===== config.mk =====
export PLATFORM = sky130hd
export DESIGN_NAME = crec_queue
export DESIGN_NICKNAME = d
export VERILOG_FILES = /design/src/rtl/crec_pkg.sv /design/src/rtl/crec_queue.sv
export SDC_FILE = /design/constraint.sdc
export NUM_CORES = 1
export LEC_CHECK = 0
export BUFFER_PORTS_ARGS = -buffer_cell sky130_fd_sc_hd__buf_2
export CORE_MARGIN = 2
export CORE_UTILIZATION = 57
export CTS_CLUSTER_SIZE = 12
export DETAILED_ROUTE_END_ITERATION = 12
export PLACE_DENSITY = 0.79
export SKIP_LAST_GASP = 1
export SLEW_MARGIN = 20
export SYNTH_ARGS = -nofsm -noshare
export SYNTH_HDL_FRONTEND = slang
export SYNTH_SLANG_ARGS = --single-unit

===== constraint.sdc =====
create_clock -name clk -period 3.9 [get_ports clk]
set_clock_uncertainty 0.05 [all_clocks]
set_input_delay 0.585 -clock clk [delete_from_list [all_inputs] [get_ports clk]]
set_output_delay 0.585 -clock clk [all_outputs]
set_load 0.05 [all_outputs]

===== src/rtl/crec_pkg.sv =====
// ----------------------------------------------------------------------------
// crec_pkg
// Shared constants, codes and types of the calorimeter hit energy
// reconstruction block.
// ----------------------------------------------------------------------------
package crec_pkg;

  // Number of layers in the layer factor table.
  localparam int NUM_LAYERS = 64;
  localparam int LAYER_ADDR_W = (NUM_LAYERS > 1) ? $clog2(NUM_LAYERS) : 1;

  // Field widths.
  localparam int ID_W     = 32;
  localparam int LAYER_W  = 6;
  localparam int ADC_W    = 10;
  localparam int TOT_W    = 12;
  localparam int TOA_W    = 10;
  localparam int GAIN_W   = 16;
  localparam int VOLT_W   = 24;
  localparam int SCALE_W  = 24;
  localparam int FACTOR_W = 24;
  localparam int PERIOD_W = 16;
  localparam int AMP_W    = 32;
  localparam int ENERGY_W = 40;
  localparam int CFG_IDX_W  = 3;
  localparam int CFG_DATA_W = 24;

  // Job queue between front and back; the depth is a power of two.
  localparam int QUEUE_DEPTH = 4;
  localparam int QPTR_W = $clog2(QUEUE_DEPTH);

  // Item command codes.
  typedef enum logic {
    CMD_SAMPLE = 1'b0,
    CMD_WRITE  = 1'b1
  } cmd_t;

  // Configuration register indexes.
  typedef enum logic [CFG_IDX_W-1:0] {
    REG_PEDESTAL     = 3'd0,
    REG_ADC_GAIN     = 3'd1,
    REG_MV_TO_ENERGY = 3'd2,
    REG_TOT_SCALE    = 3'd3,
    REG_CLOCK_PERIOD = 3'd4
  } cfg_reg_t;

  // One finished hit, handed from the front to the back.
  typedef struct packed {
    logic [ID_W-1:0]     hit_id;
    logic                mode;
    logic [TOT_W-1:0]    tot;
    logic [TOA_W-1:0]    toa;
    logic [VOLT_W-1:0]   max_mv;
    logic [FACTOR_W-1:0] factor;
  } job_t;

  // Queue fill status.
  typedef struct packed {
    logic full;
    logic empty;
  } q_stat_t;

  // Settings used by the back end.
  typedef struct packed {
    logic [SCALE_W-1:0]  mv_to_energy;
    logic [SCALE_W-1:0]  tot_energy_scale;
    logic [PERIOD_W-1:0] clock_period_ps;
  } back_cfg_t;

endpackage


===== src/rtl/crec_queue.sv =====
// ----------------------------------------------------------------------------
// crec_queue
// Short job queue that decouples the sample front end from the arithmetic
// back end.
// ----------------------------------------------------------------------------
module crec_queue (
  input  logic              clk,
  input  logic              rst,
  input  logic              push,
  input  crec_pkg::job_t    push_job,
  input  logic              pop,
  output crec_pkg::job_t    pop_job,
  output crec_pkg::q_stat_t q_stat
);

  crec_pkg::job_t mem [crec_pkg::QUEUE_DEPTH];
  logic [crec_pkg::QPTR_W-1:0] wr_ptr;
  logic [crec_pkg::QPTR_W-1:0] rd_ptr;
  logic [crec_pkg::QPTR_W:0]   count;

  assign q_stat.full  = (count == (crec_pkg::QPTR_W + 1)'(crec_pkg::QUEUE_DEPTH));
  assign q_stat.empty = (count == '0);
  assign pop_job      = mem[rd_ptr];

  // Entry storage.
  always_ff @(posedge clk) begin
    if (push) begin
      mem[wr_ptr] <= push_job;
    end
  end

  // Pointers and fill count.
  always_ff @(posedge clk) begin
    if (rst) begin
      wr_ptr <= '0;
      rd_ptr <= '0;
      count  <= '0;
    end else begin
      if (push) begin
        wr_ptr <= wr_ptr + 1'b1;
      end
      if (pop) begin
        rd_ptr <= rd_ptr + 1'b1;
      end
      if (push && !pop) begin
        count <= count + 1'b1;
      end else if (pop && !push) begin
        count <= count - 1'b1;
      end
    end
  end

endmodule


; Yosys cells after proc, flatten, opt, wreduce, memory -nomap -nowiden
; Memory sizes are Yosys's and may differ from the RTL's. A register that Yosys moved wholly into a read port is not among the register bits.
; Cells that the tools add are included.
[word_totals]
mem_count = 1
output_inout_bits = 105
mem_bits_rw = 412
word_cells = 21
reg_bits = 7
[op_classes]
eq_ne = 1
reduce_logical = 6
addsub = 4
n_mux = 6
[mem_list]
columns = memory, depth, word_bits, rd, rd_clocked_by_memory_dff, write_ports, line
row1 = mem, 4, 103, 1, 1, 1, crec_queue.sv:16  ; crec_pkg::job_t mem [crec_pkg::QUEUE_DEPTH];
[ops]
columns = operator, n
row1 = $mux W3, 2
row2 = $add A2 B1 Y2 const B, 2
row3 = $mux W2, 2
row4 = $add A3 B1 Y3 const B, 1
row5 = $eq A3 B3 Y1 const B, 1
row6 = $logic_not A3 Y1, 1
row7 = $sub A3 B1 Y3 const B, 1
row8 = $logic_and A1 B1 Y1, 2
row9 = $logic_not A1 Y1, 2
row10 = $mux W1, 2
row11 = $reduce_bool A2 Y1, 1

; Logic depth before layout (Yosys ltp)
[depth]
depth_word = 4
ltp_mapped = 7

; Worst setup path after synthesis
; No wires, ideal clock.
[synth_path]
path_type = input -> register
startpoint = input port push
endpoint = memory mem[0][0] in the netlist's numbering (enable)
setup_time_ps = 473
setup_slack_ps = 416
arrival_ps = 2961
t_required_ps = 3377
cell_stages = 1
cell_sequence = and2_1
[synth_between]
elab_chain_len = 2
[synth_rtl]
columns = element, line
row1 = from (decl), crec_queue.sv:9  ; input logic push,
row2 = $mux W1, crec_queue.sv:27  ; if (push) begin
row3 = $mux W1 (not written as such), crec_queue.sv:28  ; mem[wr_ptr] <= push_job;
row4 = to (decl), crec_queue.sv:16
; No other way between the ends.

==> qor.yml <==
route.vias.total: 6944
async_flop_share: 0
hold_viol_final: 0
die-area_um2: 28300
initial_utilization: 0.575
die_w_um: 168
synth.distinct_cells: 23
ctsRootBufferMaster: "clkbuf_16"
cp-end-kind: "output pin"
synth-seq-area-share: 0.817
final-setup-viol-count: 0
drt_wl_total_mm: 27.5
slowest_delay_ps: 680
hp-start: "push_job[12]"
leakage_uw: 0.00607
clk_latency_ps: 520
drv_cap: 0
ctsHoldBuffers: 0
routed-wl-met3_mm: 2.18
cts_buffers: 43
syn-num-nets: 695
worstReg2RegStart: "wr_ptr[0]"
wirelength_met1_mm: 10.8
first_pass_iters: 5
clock_tree.buffer_depth: 3
cp_cell_sequence: "buf_12 > mux4_2 > buf_2"
path_class: "reg2out"
path_max_fanout: 69
status: "finished clean"
ys_warn_count: 0
routedWlPerCell_um: 23.0
cts_resized: 0
gr-total-overflow: 0
clk_pin_slew_ps: 60
io_buffer_count: 211
holdCritPathClass: "in2reg"
crit_family: "flip-flops"
nets: 938
cellPowerDensity_nw_per_um2: 574
place_hpwl_mm: 16.2
vdd_drop_max_mv: 0.469
startpoint_type: "register"
post-route-min-period_ps: 2950
chipHeight_um: 168
setup_tns_ps: 0
core_area_um2: 26700
gp_congestion: 0.717
arrival_ps: 2310
drive_gt1_frac: 0.449
grt_pass1_wl_mm: 41.8
syn_inst: 582
synthTopCellsByArea: "edfxtp_1, mux4_2, dfxtp_1"
grt_pass1_vias: 7361
ys_seq_elements: 421
final-max-slew-violation-count: 0
rows: 60
yosysTopAreaCell: "edfxtp_1"
wl_met2_mm: 14.2
avgSynthCellArea_um2: 26.4
cts_tree: "built"
area.growth.synth_to_final_pct: 17.4
final_util: 0.675
critical_path_buf_inv_count: 2
grt_max_degree: 70
timing.final.crit_share: 0.756
antenna_found_initial: 4
io_pins: 212
ys.flop_type: "edfxtp_1"
vias_per_cell: 5.80
cts_setup_buffers: 0
max_freq_mhz: 339
worst-r2r-setup-slack_ps: 1840
synthesis.area_um2: 15400
drc_errors: 0
htree_num_levels: 2
top_layer: "met5"
ant_nets: 0
slew_headroom: 0.460
track_usage: 0.196
tightest_slew_ps: 810
crit_slowest_cell: "dfxtp_4"
rsz0062_at_grt: "false"
synth_top_area_share: 0.805
cts_sinks: 421
worstPathRequired_ps: 3260
drtIter0Drc: 493
synth_edf_count: 412
final timing paths:
check | depth (start not counted) | endpoint
worst max-delay path | 3 | pop_job[45]
worst min-delay path | 1 | mem[0][12]
worst max register to register | 4 | mem[2][47]
worst min register to register | 2 | count[2]
synthesized netlist by cell type (2+ instances only):
master    count
buf_2         8
ha_1          5
dfxtp_1       9
buf_4         3
xor2_1        3
mux2i_1       2
inv_1         4
xnor2_1       2
and2_1        4
buf_12        8
edfxtp_1    412
buf_1         3
mux4_2      103
nor2_1        7
kinds of logic after synthesis:
| group | Yosys count | share of synthesized area |
|---|---|---|
| multiplexers | 105 | 0.152 |
| buffers and inverters | 28 | 0.0172 |
| adder cells (fa/ha/maj) | 6 | 0.00537 |
| flip-flops | 421 | 0.817 |
| AO/OA/AOI/OAI | 2 | 0.000651 |
| AND/OR/NAND/NOR | 15 | 0.00480 |
| XOR/XNOR | 5 | 0.00285 |
sequential cells by signal, summed over array words and instances (netlist names), named ones only:
register and count:
wr_ptr 2, count 3, mem 412, rd_ptr 2
worst reg2reg max path, cell delays in order (launching register included):
cell     delay (ps)
dfxtp_1         350
inv_1           100
ha_1            150
and2_4          680
buf_4           410
placed cells by master (no fill, tap or decap), types with 4 or more instances in the layout:
cell,n
dfxtp_1,7
diode_2,5
nor2_1,7
ha_1,5
and2_4,4
clkbuf_1,18
clkbuf_16,43
buf_4,4
buf_12,7
buf_2,211
edfxtp_1,412
clkinv_2,4
inv_1,4
mux4_2,103
where the power goes:
part | internal (uW) | switching, uW | leakage [uW]
sequential | 5200 | 66.7 | 0.00386
clock | 2130 | 1510 | 0.000603
combinational | 433 | 1010 | 0.00160
total | 7760 | 2600 | 0.00607
per-layer routing:
layer | global-route usage | vias to the layer above
met3 | 0.0555 | 33
met4 | 0.0461 | 2
li1 | - | 2996
met2 | 0.336 | 244
met5 | 0 | -
met1 | 0.256 | 3669
cell type report:
class                      instances  area [um2]
antenna                            5        12.5
clock buffer                      63        1170
clock inverter                     8        66.3
fill                            1653        8690
inverter                           4        15.0
multi-input combinational        133        2560
sequential                       421       12600
tap                              341         427
timing repair buffer             222        1230
stage by stage:
step           instance area [um2]  worst slack (ps)  hold slack [ps]  cells  power, uW
2_1_floorplan                15400               416              416    582       6470
3_3_place_gp                 16800              1460              426   1121       6780
3_5_place_dp                 16800              1460              455   1121       6820
4_1_cts                      18000               915              206   1192      10500
5_1_grt                      18000               845              209   1193      10700
6_report                     18000               953              226   1197      10400
No activity file was read; power rests on OpenSTA's default activity.
