## src/rtl/crec_pkg.sv

```systemverilog
// ----------------------------------------------------------------------------
// crec_pkg
// Shared constants, codes and types of the calorimeter hit energy
// reconstruction block.
// ----------------------------------------------------------------------------
package crec_pkg;

  // Number of layers in the layer factor table.
  localparam int NUM_LAYERS = 64;
  localparam int LAYER_ADDR_W = (NUM_LAYERS > 1) ? $clog2(NUM_LAYERS) : 1;

  // Field widths.
  localparam int ID_W     = 32;
  localparam int LAYER_W  = 6;
  localparam int ADC_W    = 10;
  localparam int TOT_W    = 12;
  localparam int TOA_W    = 10;
  localparam int GAIN_W   = 16;
  localparam int VOLT_W   = 24;
  localparam int SCALE_W  = 24;
  localparam int FACTOR_W = 24;
  localparam int PERIOD_W = 16;
  localparam int AMP_W    = 32;
  localparam int ENERGY_W = 40;
  localparam int CFG_IDX_W  = 3;
  localparam int CFG_DATA_W = 24;

  // Job queue between front and back; the depth is a power of two.
  localparam int QUEUE_DEPTH = 4;
  localparam int QPTR_W = $clog2(QUEUE_DEPTH);

  // Item command codes.
  typedef enum logic {
    CMD_SAMPLE = 1'b0,
    CMD_WRITE  = 1'b1
  } cmd_t;

  // Configuration register indexes.
  typedef enum logic [CFG_IDX_W-1:0] {
    REG_PEDESTAL     = 3'd0,
    REG_ADC_GAIN     = 3'd1,
    REG_MV_TO_ENERGY = 3'd2,
    REG_TOT_SCALE    = 3'd3,
    REG_CLOCK_PERIOD = 3'd4
  } cfg_reg_t;

  // One finished hit, handed from the front to the back.
  typedef struct packed {
    logic [ID_W-1:0]     hit_id;
    logic                mode;
    logic [TOT_W-1:0]    tot;
    logic [TOA_W-1:0]    toa;
    logic [VOLT_W-1:0]   max_mv;
    logic [FACTOR_W-1:0] factor;
  } job_t;

  // Queue fill status.
  typedef struct packed {
    logic full;
    logic empty;
  } q_stat_t;

  // Settings used by the back end.
  typedef struct packed {
    logic [SCALE_W-1:0]  mv_to_energy;
    logic [SCALE_W-1:0]  tot_energy_scale;
    logic [PERIOD_W-1:0] clock_period_ps;
  } back_cfg_t;

endpackage

```

## src/rtl/crec_back.sv

```systemverilog
// ----------------------------------------------------------------------------
// crec_back
// Turns queued jobs into results: amplitude and hit time in one stage, the
// layer-weighted energy in the output stage.
// ----------------------------------------------------------------------------
module crec_back (
  input  logic                          clk,
  input  logic                          rst,
  input  crec_pkg::q_stat_t             q_stat,
  input  crec_pkg::job_t                job,
  output logic                          pop,
  input  crec_pkg::back_cfg_t           cfg,
  output logic                          out_valid,
  input  logic                          out_ready,
  output logic [crec_pkg::ID_W-1:0]     out_hit_id,
  output logic [crec_pkg::AMP_W-1:0]    amplitude,
  output logic [crec_pkg::ENERGY_W-1:0] energy,
  output logic [crec_pkg::PERIOD_W-1:0] hit_time_ps
);

  localparam int MUL_W  = crec_pkg::VOLT_W;
  localparam int PROD_W = 2 * MUL_W;
  localparam int TIME_W = crec_pkg::TOA_W + crec_pkg::PERIOD_W;
  localparam int EN_W   = crec_pkg::AMP_W + crec_pkg::FACTOR_W;

  logic                          out_adv;
  logic                          b1_ready;
  logic [MUL_W-1:0]              mul_a;
  logic [MUL_W-1:0]              mul_b;
  logic [PROD_W-1:0]             amp_prod;
  logic [crec_pkg::AMP_W-1:0]    amp;
  logic [TIME_W-1:0]             time_prod;
  logic [EN_W-1:0]               energy_prod;

  logic                          b1_valid;
  logic [crec_pkg::ID_W-1:0]     b1_hit_id;
  logic [crec_pkg::AMP_W-1:0]    b1_amp;
  logic [crec_pkg::FACTOR_W-1:0] b1_factor;
  logic [crec_pkg::PERIOD_W-1:0] b1_time;

  // Stall chain from the output register back to the queue.
  assign out_adv  = !out_valid || out_ready;
  assign b1_ready = !b1_valid || out_adv;
  assign pop      = !q_stat.empty && b1_ready;

  // One multiplier serves both modes. TOT mode scales count/4096; ADC mode
  // scales the Q16.8 maximum by a Q0.24 factor. Neither can pass 32 bits.
  assign mul_a    = job.mode ? MUL_W'(job.tot) : job.max_mv;
  assign mul_b    = job.mode ? cfg.tot_energy_scale : cfg.mv_to_energy;
  assign amp_prod = {{MUL_W{1'b0}}, mul_a} * {{MUL_W{1'b0}}, mul_b};
  assign amp      = job.mode ? crec_pkg::AMP_W'(amp_prod >> 12)
                             : amp_prod[16 +: crec_pkg::AMP_W];

  // Hit time: toa periods in units of 1/1024.
  assign time_prod = {{crec_pkg::PERIOD_W{1'b0}}, job.toa}
                   * {{crec_pkg::TOA_W{1'b0}}, cfg.clock_period_ps};

  // Amplitude stage.
  always_ff @(posedge clk) begin
    if (rst) begin
      b1_valid <= 1'b0;
    end else if (b1_ready) begin
      b1_valid <= pop;
    end
  end

  always_ff @(posedge clk) begin
    if (pop) begin
      b1_hit_id <= job.hit_id;
      b1_amp    <= amp;
      b1_factor <= job.factor;
      b1_time   <= time_prod[10 +: crec_pkg::PERIOD_W];
    end
  end

  // Energy: a 32 by 24 bit product shifted down by 16 fits 40 bits exactly.
  assign energy_prod = {{crec_pkg::FACTOR_W{1'b0}}, b1_amp}
                     * {{crec_pkg::AMP_W{1'b0}}, b1_factor};

  // Output register.
  always_ff @(posedge clk) begin
    if (rst) begin
      out_valid <= 1'b0;
    end else if (out_adv) begin
      out_valid <= b1_valid;
    end
  end

  always_ff @(posedge clk) begin
    if (out_adv && b1_valid) begin
      out_hit_id  <= b1_hit_id;
      amplitude   <= b1_amp;
      energy      <= energy_prod[16 +: crec_pkg::ENERGY_W];
      hit_time_ps <= b1_time;
    end
  end

endmodule

```

## config.mk

```make
export PLATFORM = sky130hd
export DESIGN_NAME = crec_back
export DESIGN_NICKNAME = d
export VERILOG_FILES = /design/src/rtl/crec_pkg.sv /design/src/rtl/crec_back.sv
export SDC_FILE = /design/constraint.sdc
export NUM_CORES = 2
export LEC_CHECK = 0
export BUFFER_PORTS_ARGS = -buffer_cell sky130_fd_sc_hd__buf_2
export CORE_MARGIN = 2
export CORE_UTILIZATION = 33
export DETAILED_ROUTE_END_ITERATION = 8
export HOLD_SLACK_MARGIN = 0.1
export PLACE_DENSITY = 0.5
export REMOVE_ABC_BUFFERS = 1
export SLEW_MARGIN = 5
export SYNTH_ARGS = -nofsm -noshare
export SYNTH_HDL_FRONTEND = slang
export SYNTH_SLANG_ARGS = --single-unit
```

## constraint.sdc

```tcl
create_clock -name clk -period 9.7 [get_ports clk]
set_clock_uncertainty 0.1 [all_clocks]
set_input_delay 0.485 -clock clk [delete_from_list [all_inputs] [get_ports clk]]
set_output_delay 0.485 -clock clk [all_outputs]
set_load 0.03 [all_outputs]
```

== Word level (Yosys, flattened, before mapping) ==
Cells that the tools add are included.

* $lt $le $gt $ge: 0
* Mux-type cells: 3
* Div/mod/pow operators: 0
* Add/subtract/negate cells: 0
* Shift operators: 0
* Eq/ne operators: 0
* Multipliers: 3
* Reduce and logical (&&, ||, !) cells: 7
* Bitwise operators: 0

{| class="wikitable"
|+ Operators with widths
! kind !! number
|-
| $mul A32 B24 Y56 || 1
|-
| $mul A24 B24 Y48 || 1
|-
| $mux W24 || 2
|-
| $mux W32 || 1
|-
| $mul A10 B16 Y26 || 1
|-
| $logic_not A1 Y1 || 3
|-
| $logic_and A1 B1 Y1 || 2
|-
| $logic_or A1 B1 Y1 || 2
|}

* ROM bits: 0
* Memory bits (writable): 0
* Register bits: 226
* Logic and storage cells: 23
* Input bits: 172
* Latch bits: 0
* Output and inout bits: 122
* Memories kept: 0

== Longest topological paths before layout ==
* Depth in word-level cells: 4
* Depth in mapped cells: 31
* Mapped depth without buffers: 27

== Least setup slack after synthesis ==
OpenSTA, ideal clock, no wires.

* Kind: input port to flip-flop
* From: in job[70] in the netlist's numbering
* To: reg b1_amp[24] in the netlist's numbering (data pin)
* Library setup time: 260 ps
* Stages on the path: 30
* Data required time: 9340 ps
* Arrival time: 7840 ps
* Slack: 1500 ps
* Buffers on the path: 4
* Path through: clkbuf_1 clkbuf_1 buf_1 mux2i_1 clkbuf_1 nor2_1 fa_1 fa_1 inv_1 fa_1 inv_1 fa_1 inv_1 fa_1 inv_1 fa_1 inv_1 fa_1 inv_1 ha_1 nand4_1 a211o_1 o21bai_1 o211ai_2 o211a_1 a211oi_2 nor4_1 nor3_1 xnor2_1 mux2_2

* Cells in the longest elaborated chain, start to end: 3

{| class="wikitable"
|+ RTL lines
! element !! RTL line !! RTL
|-
| from (decl) || crec_back.sv:10 || <nowiki>input crec_pkg::job_t job,</nowiki>
|-
| $mux W24 (on tied branches) || crec_back.sv:48, crec_back.sv:49 ||
|-
| $mul A24 B24 Y48 || crec_back.sv:50 || <nowiki>assign amp_prod = {{MUL_W{1'b0}}, mul_a} * {{MUL_W{1'b0}}, mul_b};</nowiki>
|-
| $mux W32 * || crec_back.sv:51 || <nowiki>assign amp = job.mode ? crec_pkg::AMP_W'(amp_prod >> 12)</nowiki>
|-
| named net amp, one bit || crec_back.sv:31 || <nowiki>logic [crec_pkg::AMP_W-1:0] amp;</nowiki>
|-
| to (signal assigned) || crec_back.sv:70 || <nowiki>b1_amp <= amp;</nowiki>
|-
| to (decl) || crec_back.sv:37 || <nowiki>logic [crec_pkg::AMP_W-1:0] b1_amp;</nowiki>
|}

The timed path passes the listed nets; every way through them passes the cells marked *.
A chain may end at the register's enable or synchronous reset.

== Final worst setup path ==
* From: reg b1_amp[14] in the netlist's numbering
* To: reg energy[23] in the netlist's numbering (data pin)

* Cells in the longest elaborated chain, start to end: 1

{| class="wikitable"
|+ RTL lines
! element !! RTL line !! RTL
|-
| $mul A32 B24 Y56 || crec_back.sv:78 || <nowiki>* {{crec_pkg::AMP_W{1'b0}}, b1_factor};</nowiki>
|-
| named net energy_prod[39] || crec_back.sv:33 || <nowiki>logic [EN_W-1:0] energy_prod;</nowiki>
|-
| to (signal assigned) || crec_back.sv:93 || <nowiki>energy <= energy_prod[16 +: crec_pkg::ENERGY_W];</nowiki>
|-
| to (decl) || crec_back.sv:17 || <nowiki>output logic [crec_pkg::ENERGY_W-1:0] energy,</nowiki>
|}

The timed path passes the listed nets, and every way through them passes these cells.

==> run metrics <==
number of buffers and inverters on the critical path=5; Fin. Hold Viols=0; Synth Area in Simple Gates=14.8%; Row Count=148; Vias=38200; Post-Synth Adder-Cell Area=55.4%; Post-Route WL=152 mm; Slew headroom=15.5%; Initial Util=33.3%; cells along the critical path=buf_4 > nand2_1 > fa_1 > inv_1 > fa_1 > fa_1 > inv_1 > fa_1 > fa_1 > inv_1 > fa_1 > fa_1 > ha_1 > and3_1 > o21ai_0 > o21ba_2 > o22ai_1 > nor2_1 > o41ai_1 > buf_4 > a21o_1 > a21oi_1 > xnor2_1; RSZ-0062 raised after global routing=false; IO Count=294; Die Ht=409 um; DRC Markers=0; gr usage total=18.7%; Worst-Skew Late Latency=0.62 ns; CTS buffer count=26; min Tclk post-route=8.80 ns; post-synthesis mux area share=1.33%; Synth Flop Type=edfxtp_1; Compound-Gate Fraction of Synth Area=3.32%; worst reg2reg path depth=23; synth top area cells=fa_1 46%, edfxtp_1 12%, inv_1 9.4%, ha_1 9.4%, nand2_1 6.6%; cell mode on critical path=fa_1; setup violators final=0; Syn. warnings=0; critical path's slowest cell=edfxtp_1; I/O Buffers=292; Synth cell types=76; Worst setup EP type=flip-flop; main combinational cell family by area after synthesis=adder cells; first-pass GRT wire length=244 mm; # fillers=16800; DR iter-0 viols=2242; Worst Hold Depth=4; Worst Hold Class=input port to flip-flop; initial antenna violation count=19; Worst Path Arrival=9.02 ns; WS Path Type=flip-flop to flip-flop; final net count=7743; synthesized area=54300 um^2; Final ANT Viol Nets=0; core box area=163000 um^2; Syn Area/Cell=9.55 um^2; Synth top area share=46.0%; die area=168000 um^2; pin count of the biggest net entering global routing=63; Max Cap Viol=0; Via density=4.70; routability cong.=0.896; HPWL Detailed=123 mm; die width=409 um; clock sinks=226; critical path data required time=9.92 ns; Worst Setup Start Kind=flip-flop; commonest non-fill, non-tap cells in the layout=1363 x inv_1, 1247 x fa_1, 959 x nand2_1, 440 x and2_1, 407 x ha_1; H-tree levels=1; number of flops mapped to enable cells by yosys=224; total global routing overflow=0; final period utilization=90.7%; Max FO, Critical Path=20; post-synthesis sequential area ratio=12.5%; Layout area overhead=10.3%; share of cells above drive strength 1=8.90%; area leader, netlist=fa_1; status=finished clean; fraction of registers with async set/reset=0%; vias in the first global route=42700; setup TNS=0 ns; f_max=114 MHz; root buffer cell=clkbuf_16; Synth Register Bits=226; actual slew at the worst max-slew pin=1.27 ns; Worst path max stage delay=1.07 ns; drt pass-1 iters=6; delay-heaviest family, CP=adder cells; Final Max Tran Viols=0; xor and xnor area share after synthesis=1.45%; CP Depth=23; drt wl/cell=18.7 um; most common cell after layout, fill and taps aside=inv_1; TritonCTS clock tree=done; Cells after Synth=5680; Max Root-Sink Buffers=3; CTS clock-pin slew for the worst setup and hold paths=0.06 ns
==> per-layer routing <==
metal  vias to the layer above  share of wire [%]  track usage (%)
met5                         -              0.082                0
met4                        22                2.9             4.94
met3                       195                5.4             2.86
met2                       918                 48             31.8
met1                     19900                 43             24.8
li1                      17100                  -                -
==> what timing repair did <==
item / CTS / global route
endpoints found under the hold margin: 58 / 0
buffers inserted: 0 / 0
hold buffers: 58 / 0
resized for setup: 0 / 0
==> cells in the mapped netlist, types with 33 or more instances <==
library cell	number
nor2b_1	33
xnor2_1	57
clkbuf_1	249
and2_1	440
nand2_1	959
edfxtp_1	224
inv_1	1363
mux2_2	39
o21ai_0	34
a21oi_1	85
fa_1	1247
a21o_1	51
xor2_1	33
ha_1	407
nor2_1	210
==> registers in the layout (all words and copies together) (netlist names) <==
signal       count
amplitude       32
b1_amp          32
b1_factor       24
b1_hit_id       32
b1_time         16
b1_valid         1
energy          40
hit_time_ps     16
out_hit_id      32
out_valid        1
==> cell families after synthesis <==
family / count (synthesis)
adder cells (fa/ha/maj): 1654
AND/OR/NAND/NOR: 1754
multiplexers: 67
XOR/XNOR: 90
flip-flops: 226
buffers and inverters: 1622
AO/OA/AOI/OAI: 267
==> worst paths after layout <==
| kind | from | endpoint | slack, ns |
|---|---|---|---|
| worst max-delay path | b1_amp[14]$_DFFE_PP_ | energy[23]$_DFFE_PP_ | 0.90 |
| worst min-delay path | out_ready | out_valid$_SDFFE_PP0P_ | 0.18 |
| worst min register to register | b1_time[10]$_DFFE_PP_ | hit_time_ps[10]$_DFFE_PP_ | 0.31 |
| worst max register to register | b1_amp[14]$_DFFE_PP_ | energy[23]$_DFFE_PP_ | 0.90 |
==> layout make-up <==
type,instances,area (um^2),area share [%]
Clock inverter,15,199,0.332
Sequential cell,226,6770,11.3
Multi-Input combinational cell,3832,41400,69.2
Timing Repair Buffer,467,2940,4.90
Tap cell,2175,2720,4.55
Antenna cell,7,17.5,0.0293
Clock buffer,31,669,1.12
Inverter,1364,5120,8.55
==> stage by stage <==
step	worst slack, ns	hold WS (ns)	std cells	util (%)	instance area [um^2]
2_1_floorplan	2.23	0.300	5422	-	53300
3_3_place_gp	1.04	0.300	8006	35.8	58400
3_5_place_dp	1.02	0.305	8006	35.8	58400
4_1_cts	0.960	0.122	8110	36.7	59800
5_1_grt	0.456	0.185	8114	36.7	59800
6_report	0.899	0.181	8117	36.7	59800
==> tightest hold or removal path, cell delays in order <==
cell and delay (ns):
buf_2 0.08, nor2b_1 0.10, nor2_1 0.11, nor2_1 0.04
Power is left out: the tool's default activity adds up to more than one toggle a clock period on the data nets, which glitch-free logic cannot reach.
