**src/rtl/crec_pkg.sv**
```systemverilog
// ----------------------------------------------------------------------------
// crec_pkg
// Shared constants, codes and types of the calorimeter hit energy
// reconstruction block.
// ----------------------------------------------------------------------------
package crec_pkg;

  // Number of layers in the layer factor table.
  localparam int NUM_LAYERS = 64;
  localparam int LAYER_ADDR_W = (NUM_LAYERS > 1) ? $clog2(NUM_LAYERS) : 1;

  // Field widths.
  localparam int ID_W     = 32;
  localparam int LAYER_W  = 6;
  localparam int ADC_W    = 10;
  localparam int TOT_W    = 12;
  localparam int TOA_W    = 10;
  localparam int GAIN_W   = 16;
  localparam int VOLT_W   = 24;
  localparam int SCALE_W  = 24;
  localparam int FACTOR_W = 24;
  localparam int PERIOD_W = 16;
  localparam int AMP_W    = 32;
  localparam int ENERGY_W = 40;
  localparam int CFG_IDX_W  = 3;
  localparam int CFG_DATA_W = 24;

  // Job queue between front and back; the depth is a power of two.
  localparam int QUEUE_DEPTH = 4;
  localparam int QPTR_W = $clog2(QUEUE_DEPTH);

  // Item command codes.
  typedef enum logic {
    CMD_SAMPLE = 1'b0,
    CMD_WRITE  = 1'b1
  } cmd_t;

  // Configuration register indexes.
  typedef enum logic [CFG_IDX_W-1:0] {
    REG_PEDESTAL     = 3'd0,
    REG_ADC_GAIN     = 3'd1,
    REG_MV_TO_ENERGY = 3'd2,
    REG_TOT_SCALE    = 3'd3,
    REG_CLOCK_PERIOD = 3'd4
  } cfg_reg_t;

  // One finished hit, handed from the front to the back.
  typedef struct packed {
    logic [ID_W-1:0]     hit_id;
    logic                mode;
    logic [TOT_W-1:0]    tot;
    logic [TOA_W-1:0]    toa;
    logic [VOLT_W-1:0]   max_mv;
    logic [FACTOR_W-1:0] factor;
  } job_t;

  // Queue fill status.
  typedef struct packed {
    logic full;
    logic empty;
  } q_stat_t;

  // Settings used by the back end.
  typedef struct packed {
    logic [SCALE_W-1:0]  mv_to_energy;
    logic [SCALE_W-1:0]  tot_energy_scale;
    logic [PERIOD_W-1:0] clock_period_ps;
  } back_cfg_t;

endpackage

```
**src/rtl/crec_ram.sv**
```systemverilog
// ----------------------------------------------------------------------------
// crec_ram
// Generic single-write, single-read RAM with a registered read port.
// ----------------------------------------------------------------------------
module crec_ram #(
  parameter int WIDTH = 8,
  parameter int DEPTH = 16
) (
  input  logic                                     clk,
  input  logic                                     wr_en,
  input  logic [((DEPTH > 1) ? $clog2(DEPTH) : 1)-1:0] wr_addr,
  input  logic [WIDTH-1:0]                         wr_data,
  input  logic                                     rd_en,
  input  logic [((DEPTH > 1) ? $clog2(DEPTH) : 1)-1:0] rd_addr,
  output logic [WIDTH-1:0]                         rd_data
);

  logic [WIDTH-1:0] mem [DEPTH];

  // Write port.
  always_ff @(posedge clk) begin
    if (wr_en) begin
      mem[wr_addr] <= wr_data;
    end
  end

  // Registered read port; data holds while the read is not enabled.
  always_ff @(posedge clk) begin
    if (rd_en) begin
      rd_data <= mem[rd_addr];
    end
  end

endmodule

```
**src/rtl/crec_front.sv**
```systemverilog
// ----------------------------------------------------------------------------
// crec_front
// Accepts items, loads the layer factor table, tracks the running maximum
// voltage of a hit and pushes one job per finished hit into the queue.
// ----------------------------------------------------------------------------
module crec_front (
  input  logic                                clk,
  input  logic                                rst,
  input  logic                                in_valid,
  output logic                                in_ready,
  input  logic                                command,
  input  logic [crec_pkg::ID_W-1:0]           hit_id,
  input  logic [crec_pkg::LAYER_W-1:0]        layer,
  input  logic                                tot_mode,
  input  logic [crec_pkg::ADC_W-1:0]          adc_count,
  input  logic [crec_pkg::TOT_W-1:0]          tot_count,
  input  logic [crec_pkg::TOA_W-1:0]          toa_count,
  input  logic                                last_sample,
  input  logic [crec_pkg::FACTOR_W-1:0]       factor_value,
  input  logic [crec_pkg::ADC_W-1:0]          pedestal,
  input  logic [crec_pkg::GAIN_W-1:0]         adc_gain,
  input  crec_pkg::q_stat_t                   q_stat,
  output logic                                push,
  output crec_pkg::job_t                      job
);

  localparam int PROD_W = crec_pkg::ADC_W + crec_pkg::GAIN_W;

  logic accept;
  logic is_write;
  logic layer_ok;
  logic [crec_pkg::ADC_W-1:0]  diff;
  logic [PROD_W-1:0]           volt_prod;
  logic [crec_pkg::VOLT_W-1:0] volt;
  logic [crec_pkg::FACTOR_W-1:0] factor_rd;

  // Sample stage registers.
  logic                          s1_valid;
  logic                          s1_cmd;
  logic                          s1_last;
  logic                          s1_layer_ok;
  logic                          s1_mode;
  logic [crec_pkg::ID_W-1:0]     s1_hit_id;
  logic [crec_pkg::TOT_W-1:0]    s1_tot;
  logic [crec_pkg::TOA_W-1:0]    s1_toa;
  logic [crec_pkg::VOLT_W-1:0]   s1_volt;
  logic                          s1_job;
  logic                          s1_adv;

  // Hit state.
  logic                          in_hit;
  logic                          cap_mode;
  logic [crec_pkg::TOT_W-1:0]    cap_tot;
  logic [crec_pkg::TOA_W-1:0]    cap_toa;
  logic [crec_pkg::VOLT_W-1:0]   run_max;
  logic [crec_pkg::VOLT_W-1:0]   run_max_next;

  // Handshake: the sample stage moves on unless a job waits for a full queue.
  assign s1_job   = s1_valid && !s1_cmd && s1_last;
  assign s1_adv   = s1_valid && (!s1_job || !q_stat.full);
  assign in_ready = !s1_valid || s1_adv;
  assign accept   = in_valid && in_ready;
  assign is_write = (command == crec_pkg::CMD_WRITE);
  assign layer_ok = int'(layer) < crec_pkg::NUM_LAYERS;

  // Pedestal-subtracted, gain-scaled voltage, saturating at the top of 24 bits.
  assign diff      = adc_count - pedestal;
  assign volt_prod = {{(PROD_W - crec_pkg::ADC_W){1'b0}}, diff}
                   * {{(PROD_W - crec_pkg::GAIN_W){1'b0}}, adc_gain};
  always_comb begin
    if (adc_count <= pedestal) begin
      volt = '0;
    end else if (|volt_prod[PROD_W-1:crec_pkg::VOLT_W]) begin
      volt = '1;
    end else begin
      volt = volt_prod[crec_pkg::VOLT_W-1:0];
    end
  end

  // Layer factor table: written by command items, read for every sample so
  // that the factor in use is the one present when the last sample arrived.
  crec_ram #(
    .WIDTH(crec_pkg::FACTOR_W),
    .DEPTH(crec_pkg::NUM_LAYERS)
  ) u_factor_ram (
    .clk    (clk),
    .wr_en  (accept && is_write && layer_ok),
    .wr_addr(crec_pkg::LAYER_ADDR_W'(layer)),
    .wr_data(factor_value),
    .rd_en  (accept && !is_write),
    .rd_addr(crec_pkg::LAYER_ADDR_W'(layer)),
    .rd_data(factor_rd)
  );

  // Sample stage valid.
  always_ff @(posedge clk) begin
    if (rst) begin
      s1_valid <= 1'b0;
    end else if (in_ready) begin
      s1_valid <= in_valid;
    end
  end

  // Sample stage payload.
  always_ff @(posedge clk) begin
    if (accept) begin
      s1_cmd      <= is_write;
      s1_last     <= last_sample;
      s1_layer_ok <= layer_ok;
      s1_mode     <= tot_mode;
      s1_hit_id   <= hit_id;
      s1_tot      <= tot_count;
      s1_toa      <= toa_count;
      s1_volt     <= volt;
    end
  end

  // A new hit starts its maximum from this sample's voltage.
  assign run_max_next = (!in_hit || (s1_volt > run_max)) ? s1_volt : run_max;

  // Hit state update; the first sample captures mode, TOT and TOA.
  always_ff @(posedge clk) begin
    if (rst) begin
      in_hit   <= 1'b0;
      run_max  <= '0;
      cap_mode <= 1'b0;
      cap_tot  <= '0;
      cap_toa  <= '0;
    end else if (s1_adv && !s1_cmd) begin
      in_hit  <= !s1_last;
      run_max <= s1_last ? '0 : run_max_next;
      if (!in_hit) begin
        cap_mode <= s1_mode;
        cap_tot  <= s1_tot;
        cap_toa  <= s1_toa;
      end
    end
  end

  // Job for a finished hit; a single-sample hit uses its own fields.
  assign push = s1_adv && s1_job;
  always_comb begin
    job.hit_id = s1_hit_id;
    job.mode   = in_hit ? cap_mode : s1_mode;
    job.tot    = in_hit ? cap_tot  : s1_tot;
    job.toa    = in_hit ? cap_toa  : s1_toa;
    job.max_mv = run_max_next;
    job.factor = s1_layer_ok ? factor_rd : '0;
  end

endmodule

```
**config.mk**
```make
export PLATFORM = sky130hd
export DESIGN_NAME = crec_front
export DESIGN_NICKNAME = d
export VERILOG_FILES = /design/src/rtl/crec_pkg.sv /design/src/rtl/crec_ram.sv /design/src/rtl/crec_front.sv
export SDC_FILE = /design/constraint.sdc
export NUM_CORES = 2
export LEC_CHECK = 0
export BUFFER_PORTS_ARGS = -buffer_cell sky130_fd_sc_hd__clkbuf_2
export CAP_MARGIN = 5
export CELL_PAD_IN_SITES_DETAIL_PLACEMENT = 2
export CELL_PAD_IN_SITES_GLOBAL_PLACEMENT = 2
export CORE_ASPECT_RATIO = 1.75
export CORE_UTILIZATION = 49
export CTS_BUF_LIST = sky130_fd_sc_hd__clkbuf_2
export CTS_CLUSTER_DIAMETER = 50
export CTS_CLUSTER_SIZE = 24
export DETAILED_ROUTE_END_ITERATION = 6
export PLACE_DENSITY_LB_ADDON = 0.1
export RECOVER_POWER = 50
export REMOVE_ABC_BUFFERS = 1
export SLEW_MARGIN = 20
export SYNTH_ARGS = -nofsm -noshare
export SYNTH_HDL_FRONTEND = slang
export SYNTH_SLANG_ARGS = --single-unit
```
**constraint.sdc**
```tcl
create_clock -name clk -period 9.11 [get_ports clk]
set_clock_uncertainty 0.1 [all_clocks]
set_input_delay 0.4555 -clock clk [delete_from_list [all_inputs] [get_ports clk]]
set_output_delay 0.4555 -clock clk [all_outputs]
set_load 0.01 [all_outputs]
```
==> results of run 1 <==
synth_stat cells, types with 47 or more instances:
cell	count	share of area
a21oi_1	90	0.0067
a221oi_1	140	0.018
a22o_1	163	0.021
a22oi_1	490	0.055
a31oi_1	136	0.013
and2_1	83	0.0077
buf_1	65	0.0036
clkbuf_1	147	0.0082
dfxtp_1	49	0.015
edfxtp_1	1641	0.73
fa_1	111	0.033
ha_1	95	0.018
inv_1	183	0.010
mux2_2	47	0.0079
nand2_1	98	0.0055
nand4_1	71	0.0066
nor2_1	118	0.0066
logic make-up after synthesis:
kind of cell             share of synthesized area
AND/OR/NAND/NOR                            0.03704
buffers and inverters                      0.02453
multiplexers                               0.01132
flip-flops                                  0.7492
adder cells (fa/ha/maj)                    0.05084
AO/OA/AOI/OAI                               0.1239
XOR/XNOR                                  0.003133
through the flow:
stage	hold WS, ns	setup TNS (ns)	cell area, um2	cells
floorplan	0.3544	-4425.25	66120	3773
global placement	0.3656	0	71050	5958
==> impl_metrics.csv, run 1 <==
group,metric,value,unit
run_status,status,"stopped before the end",
run_status,stop_stage,"detailed placement",
run_status,error,"[ERROR DPL-0033] detailed placement checks failed during check placement.",
yosys,ys_warn_count,0,
floorplanning,initial_core_util,0.4935,
yosys,synth_top_flop_cell,"edfxtp_1",
floorplanning,row_count,179,
yosys,syn_inst,4015,
yosys,synth-seq-cells,1690,
yosys,synthArstFlopShare,0,
yosys,synth.avg_cell_area,16.71,um2
floorplanning,fp.dieW,281.7,um
placement,finalWeightedCongestion,0.8201,
yosys,synth_cell_types,60,
yosys,yosysSeqAreaShare,0.7492,
yosys,synth_edf_count,1641,
placement,io_buffers,231,
floorplanning,die_h,491.5,um
placement,dp_hpwl,172100,um
yosys,syn-cell-area,67080,um2
floorplanning,boundaryPins,233,
==> inputs of run 2 (changes only) <==
Settings changed: CELL_PAD_IN_SITES_DETAIL_PLACEMENT 2 to unset, CELL_PAD_IN_SITES_GLOBAL_PLACEMENT 2 to unset, CORE_ASPECT_RATIO 1.75 to unset, CORE_UTILIZATION 49 to 40, CTS_BUF_LIST sky130_fd_sc_hd__clkbuf_2 to unset, CTS_CLUSTER_DIAMETER 50 to unset, CTS_CLUSTER_SIZE 24 to unset, PLACE_DENSITY_LB_ADDON 0.1 to 0.15.
==> impl_metrics.csv, run 2 <==
group,metric,value,unit
worst_setup_path,crit_type,"input pin to flop",
timing,grt_setup_unrepaired,"no",
timing,timing.slew.headroom,-1.541,
clocking,numCtsBuffers,168,
grt,track_usage,0.2320,
cells_and_area,areaGrowthSynthToFinish,15.09,%
clocking,clock_latency,0.81,ns
yosys,synth_area_leaders,"edfxtp_1 (73%), a22oi_1 (5.5%), fa_1 (3.3%)",
route,first_pass_iters,5,
floorplanning,die_h,411.5,um
route,wl_per_cell,29.63,um
worst_setup_path,critical_path_required,9.51,ns
floorplanning,row_count,149,
floorplanning,coreArea,165700,um2
timing,slew_violations,1671,
power_and_ir_drop,p_sw,6.215,mW
cells_and_area,diodes,0,
power_and_ir_drop,clkPwrFrac,0.316,
grt,grt_max_degree,105,
cells_and_area,reg.largest.list,"u_factor_ram.mem x1536, s1_hit_id x32",
cells_and_area,fill_cells,14390,
yosys,syn_inst,4015,
clocking,cts_tree,"built",
power_and_ir_drop,power_frac_seq,0.423,
yosys,synth_edf_count,1641,
route,ant_nets,0,
yosys,synthTopCellsByCount,"edfxtp_1 (1641), a22oi_1 (490), inv_1 (183)",
yosys,yosysSeqAreaShare,0.7492,
run_status,violations,"max-capacitance violations, max-slew violations",
placement,placed_cell_area,71630,um2
placement,finalWeightedCongestion,0.8011,
clocking,cts_sinks,1690,
yosys,synth_top_area_frac,0.7346,
timing,fin_crit,7.029,ns
cells_and_area,drive_above_1_share,0.1465,
cells_and_area,design_area,77200,um2
placement,io_buffers,231,
worst_setup_path,start_kind,"input pin",
grt,overflow,0,
cells_and_area,final_core_util,0.4658,
clocking,cts_buffer_depth,3,
power_and_ir_drop,total_power,20.88,mW
timing,finalCritPeriodShare,0.7715,
cells_and_area,final_common_cell,"edfxtp_1",
route,routed_wl,198900,um
yosys,synthArstFlopShare,0,
grt,grt_pass1_wl,281200,um
cells_and_area,largest_register_ffs,1536,
route,drt-initial-drc-count,4291,
clocking,cts.htree.levels,4,
yosys,syn-cell-area,67080,um2
power_and_ir_drop,p_leak,25.27,nW
timing,holdWs,0.07041,ns
route,drc_errors,0,
grt,grt_pass1_vias,38200,
yosys,synth_cell_types,60,
flow_run,maxCapViolCount,27,
power_and_ir_drop,p_comb_frac,0.261,
worst_setup_path,crit_fanout,24,
timing,tightestPinTransition,3.811,ns
placement,dp_hpwl,111200,um
yosys,yosys.area.top_type,"edfxtp_1",
floorplanning,initial_core_util,0.4048,
yosys,synth-seq-cells,1690,
timing,setup_viol,0,
clocking,clk_pin_slew,0.06,ns
yosys,synth_top_flop_cell,"edfxtp_1",
yosys,synth.avg_cell_area,16.71,um2
cells_and_area,layout_common_cells,"edfxtp_1 (1641), a22oi_1 (490), inv_1 (183)",
floorplanning,dieArea,169300,um2
floorplanning,fp.dieW,411.5,um
floorplanning,boundaryPins,233,
clocking,cts_root_buf,"clkbuf_16",
power_and_ir_drop,intPower,14.67,mW
cells_and_area,max_flop_register,"u_factor_ram.mem",
route,routed_via_density,5.833,
cells_and_area,nets,4728,
yosys,ys_warn_count,0,
worst_setup_path,end_kind,"flop",
route,num_vias,39160,
power_and_ir_drop,peakVddDrop,0.0004179,V
hold_path,hp-class,"input pin to flop",
worst_setup_path,critPathArrivalTime,7.43,ns
grt,antenna_found_initial,9,
timing,finalHoldViolCount,0,
run_status,status,"complete, but fails checks",
yosys,synth.most_common_cell,"edfxtp_1",
power_and_ir_drop,switching_share,0.2976,
clocking,cts.repair.resized,0,
timing,max_freq,142.3,MHz
power_and_ir_drop,powerDensity,270.5,nW/um2
run 2: cell counts after synthesis:
No cell type changed its count.
run 2: cell type report:
type | count | area, um2 | area share
clock buffer | 244 | 4730 | 0.06126
clock inverter | 57 | 424.2 | 0.005494
inverter | 183 | 686.9 | 0.008897
multi-input combinational | 1900 | 15460 | 0.2003
sequential | 1690 | 50260 | 0.6510
tap | 2189 | 2739 | 0.03548
timing repair buffer | 451 | 2903 | 0.03760
run 2: kinds of logic after synthesis:
kind of cell,count (synthesis),synth area share
muxes,70,0.01132
and+or+nand+nor,485,0.03704
adders and majority gates,206,0.05084
DFF,1690,0.7492
AOI/OAI and AO/OA,1115,0.1239
buffers and inverters,425,0.02453
xor gates and xnor gates,24,0.003133
run 2: worst max-delay path: stages:
cell	delay, ns
clkbuf_2	0.11
ha_1	0.31
nor2b_1	0.14
o21ai_0	0.19
a21boi_0	0.15
o21ai_0	0.25
a21oi_1	0.14
or4_1	0.53
o211ai_2	0.29
nand2_1	0.15
fa_1	0.47
fa_1	0.49
inv_1	0.05
fa_1	0.45
fa_1	0.49
inv_1	0.05
fa_1	0.47
inv_1	0.04
ha_1	0.36
nand4_1	0.17
nor2_1	0.08
o31ai_2	0.42
a31oi_4	0.20
a31oi_1	0.30
a31oi_1	0.14
o31ai_2	0.10
buf_4	0.28
o21ai_0	0.13
run 2: per-stage QoR:
stage                     std cells  setup WS, ns   TNS, ns
after global routing           6714         1.557         0
after floorplan                3773        -5.721  -4425.25
after CTS                      6713         2.079         0
final                          6714         2.081         0
after detailed placement       6353         1.258         0
after global placement         6353         1.293         0
run 2: final timing paths:
check,cells after the start,start,endpoint,slack [ns]
max reg2reg,7,s1_valid,u_factor_ram.mem[49][6],3.87
min reg2reg,2,cap_tot[7],cap_tot[7],0.39
min,3,q_stat[1],in_hit,0.07
max,28,adc_count[1],s1_volt[11],2.08
run 2: routing by layer:
metal  vias up  track usage  share of wire
met2      1498       0.3604           0.46
met5         -            0        0.00017
met3       229      0.03956          0.073
met1     20510       0.3351           0.45
li1      16920            -              -
met4         6      0.06640          0.023
run 2: repair_timing:
item / in CTS / in global routing
hold buffers: 59 / 0
buffers inserted: 0 / 0
endpoints found under the hold margin: 58 / 0
run 2: power by group through the flow:
stage / clock [mW] / sequential, mW / combinational, mW
detailed placement: 0 / 8.99 / 5.47
CTS: 6.70 / 8.82 / 5.53
global route: 7.00 / 8.85 / 6.21
global placement: 0 / 8.98 / 5.47
finish: 6.59 / 8.84 / 5.45
floorplan: 0 / 8.97 / 4.00
Power figures use the tool's default switching activity.
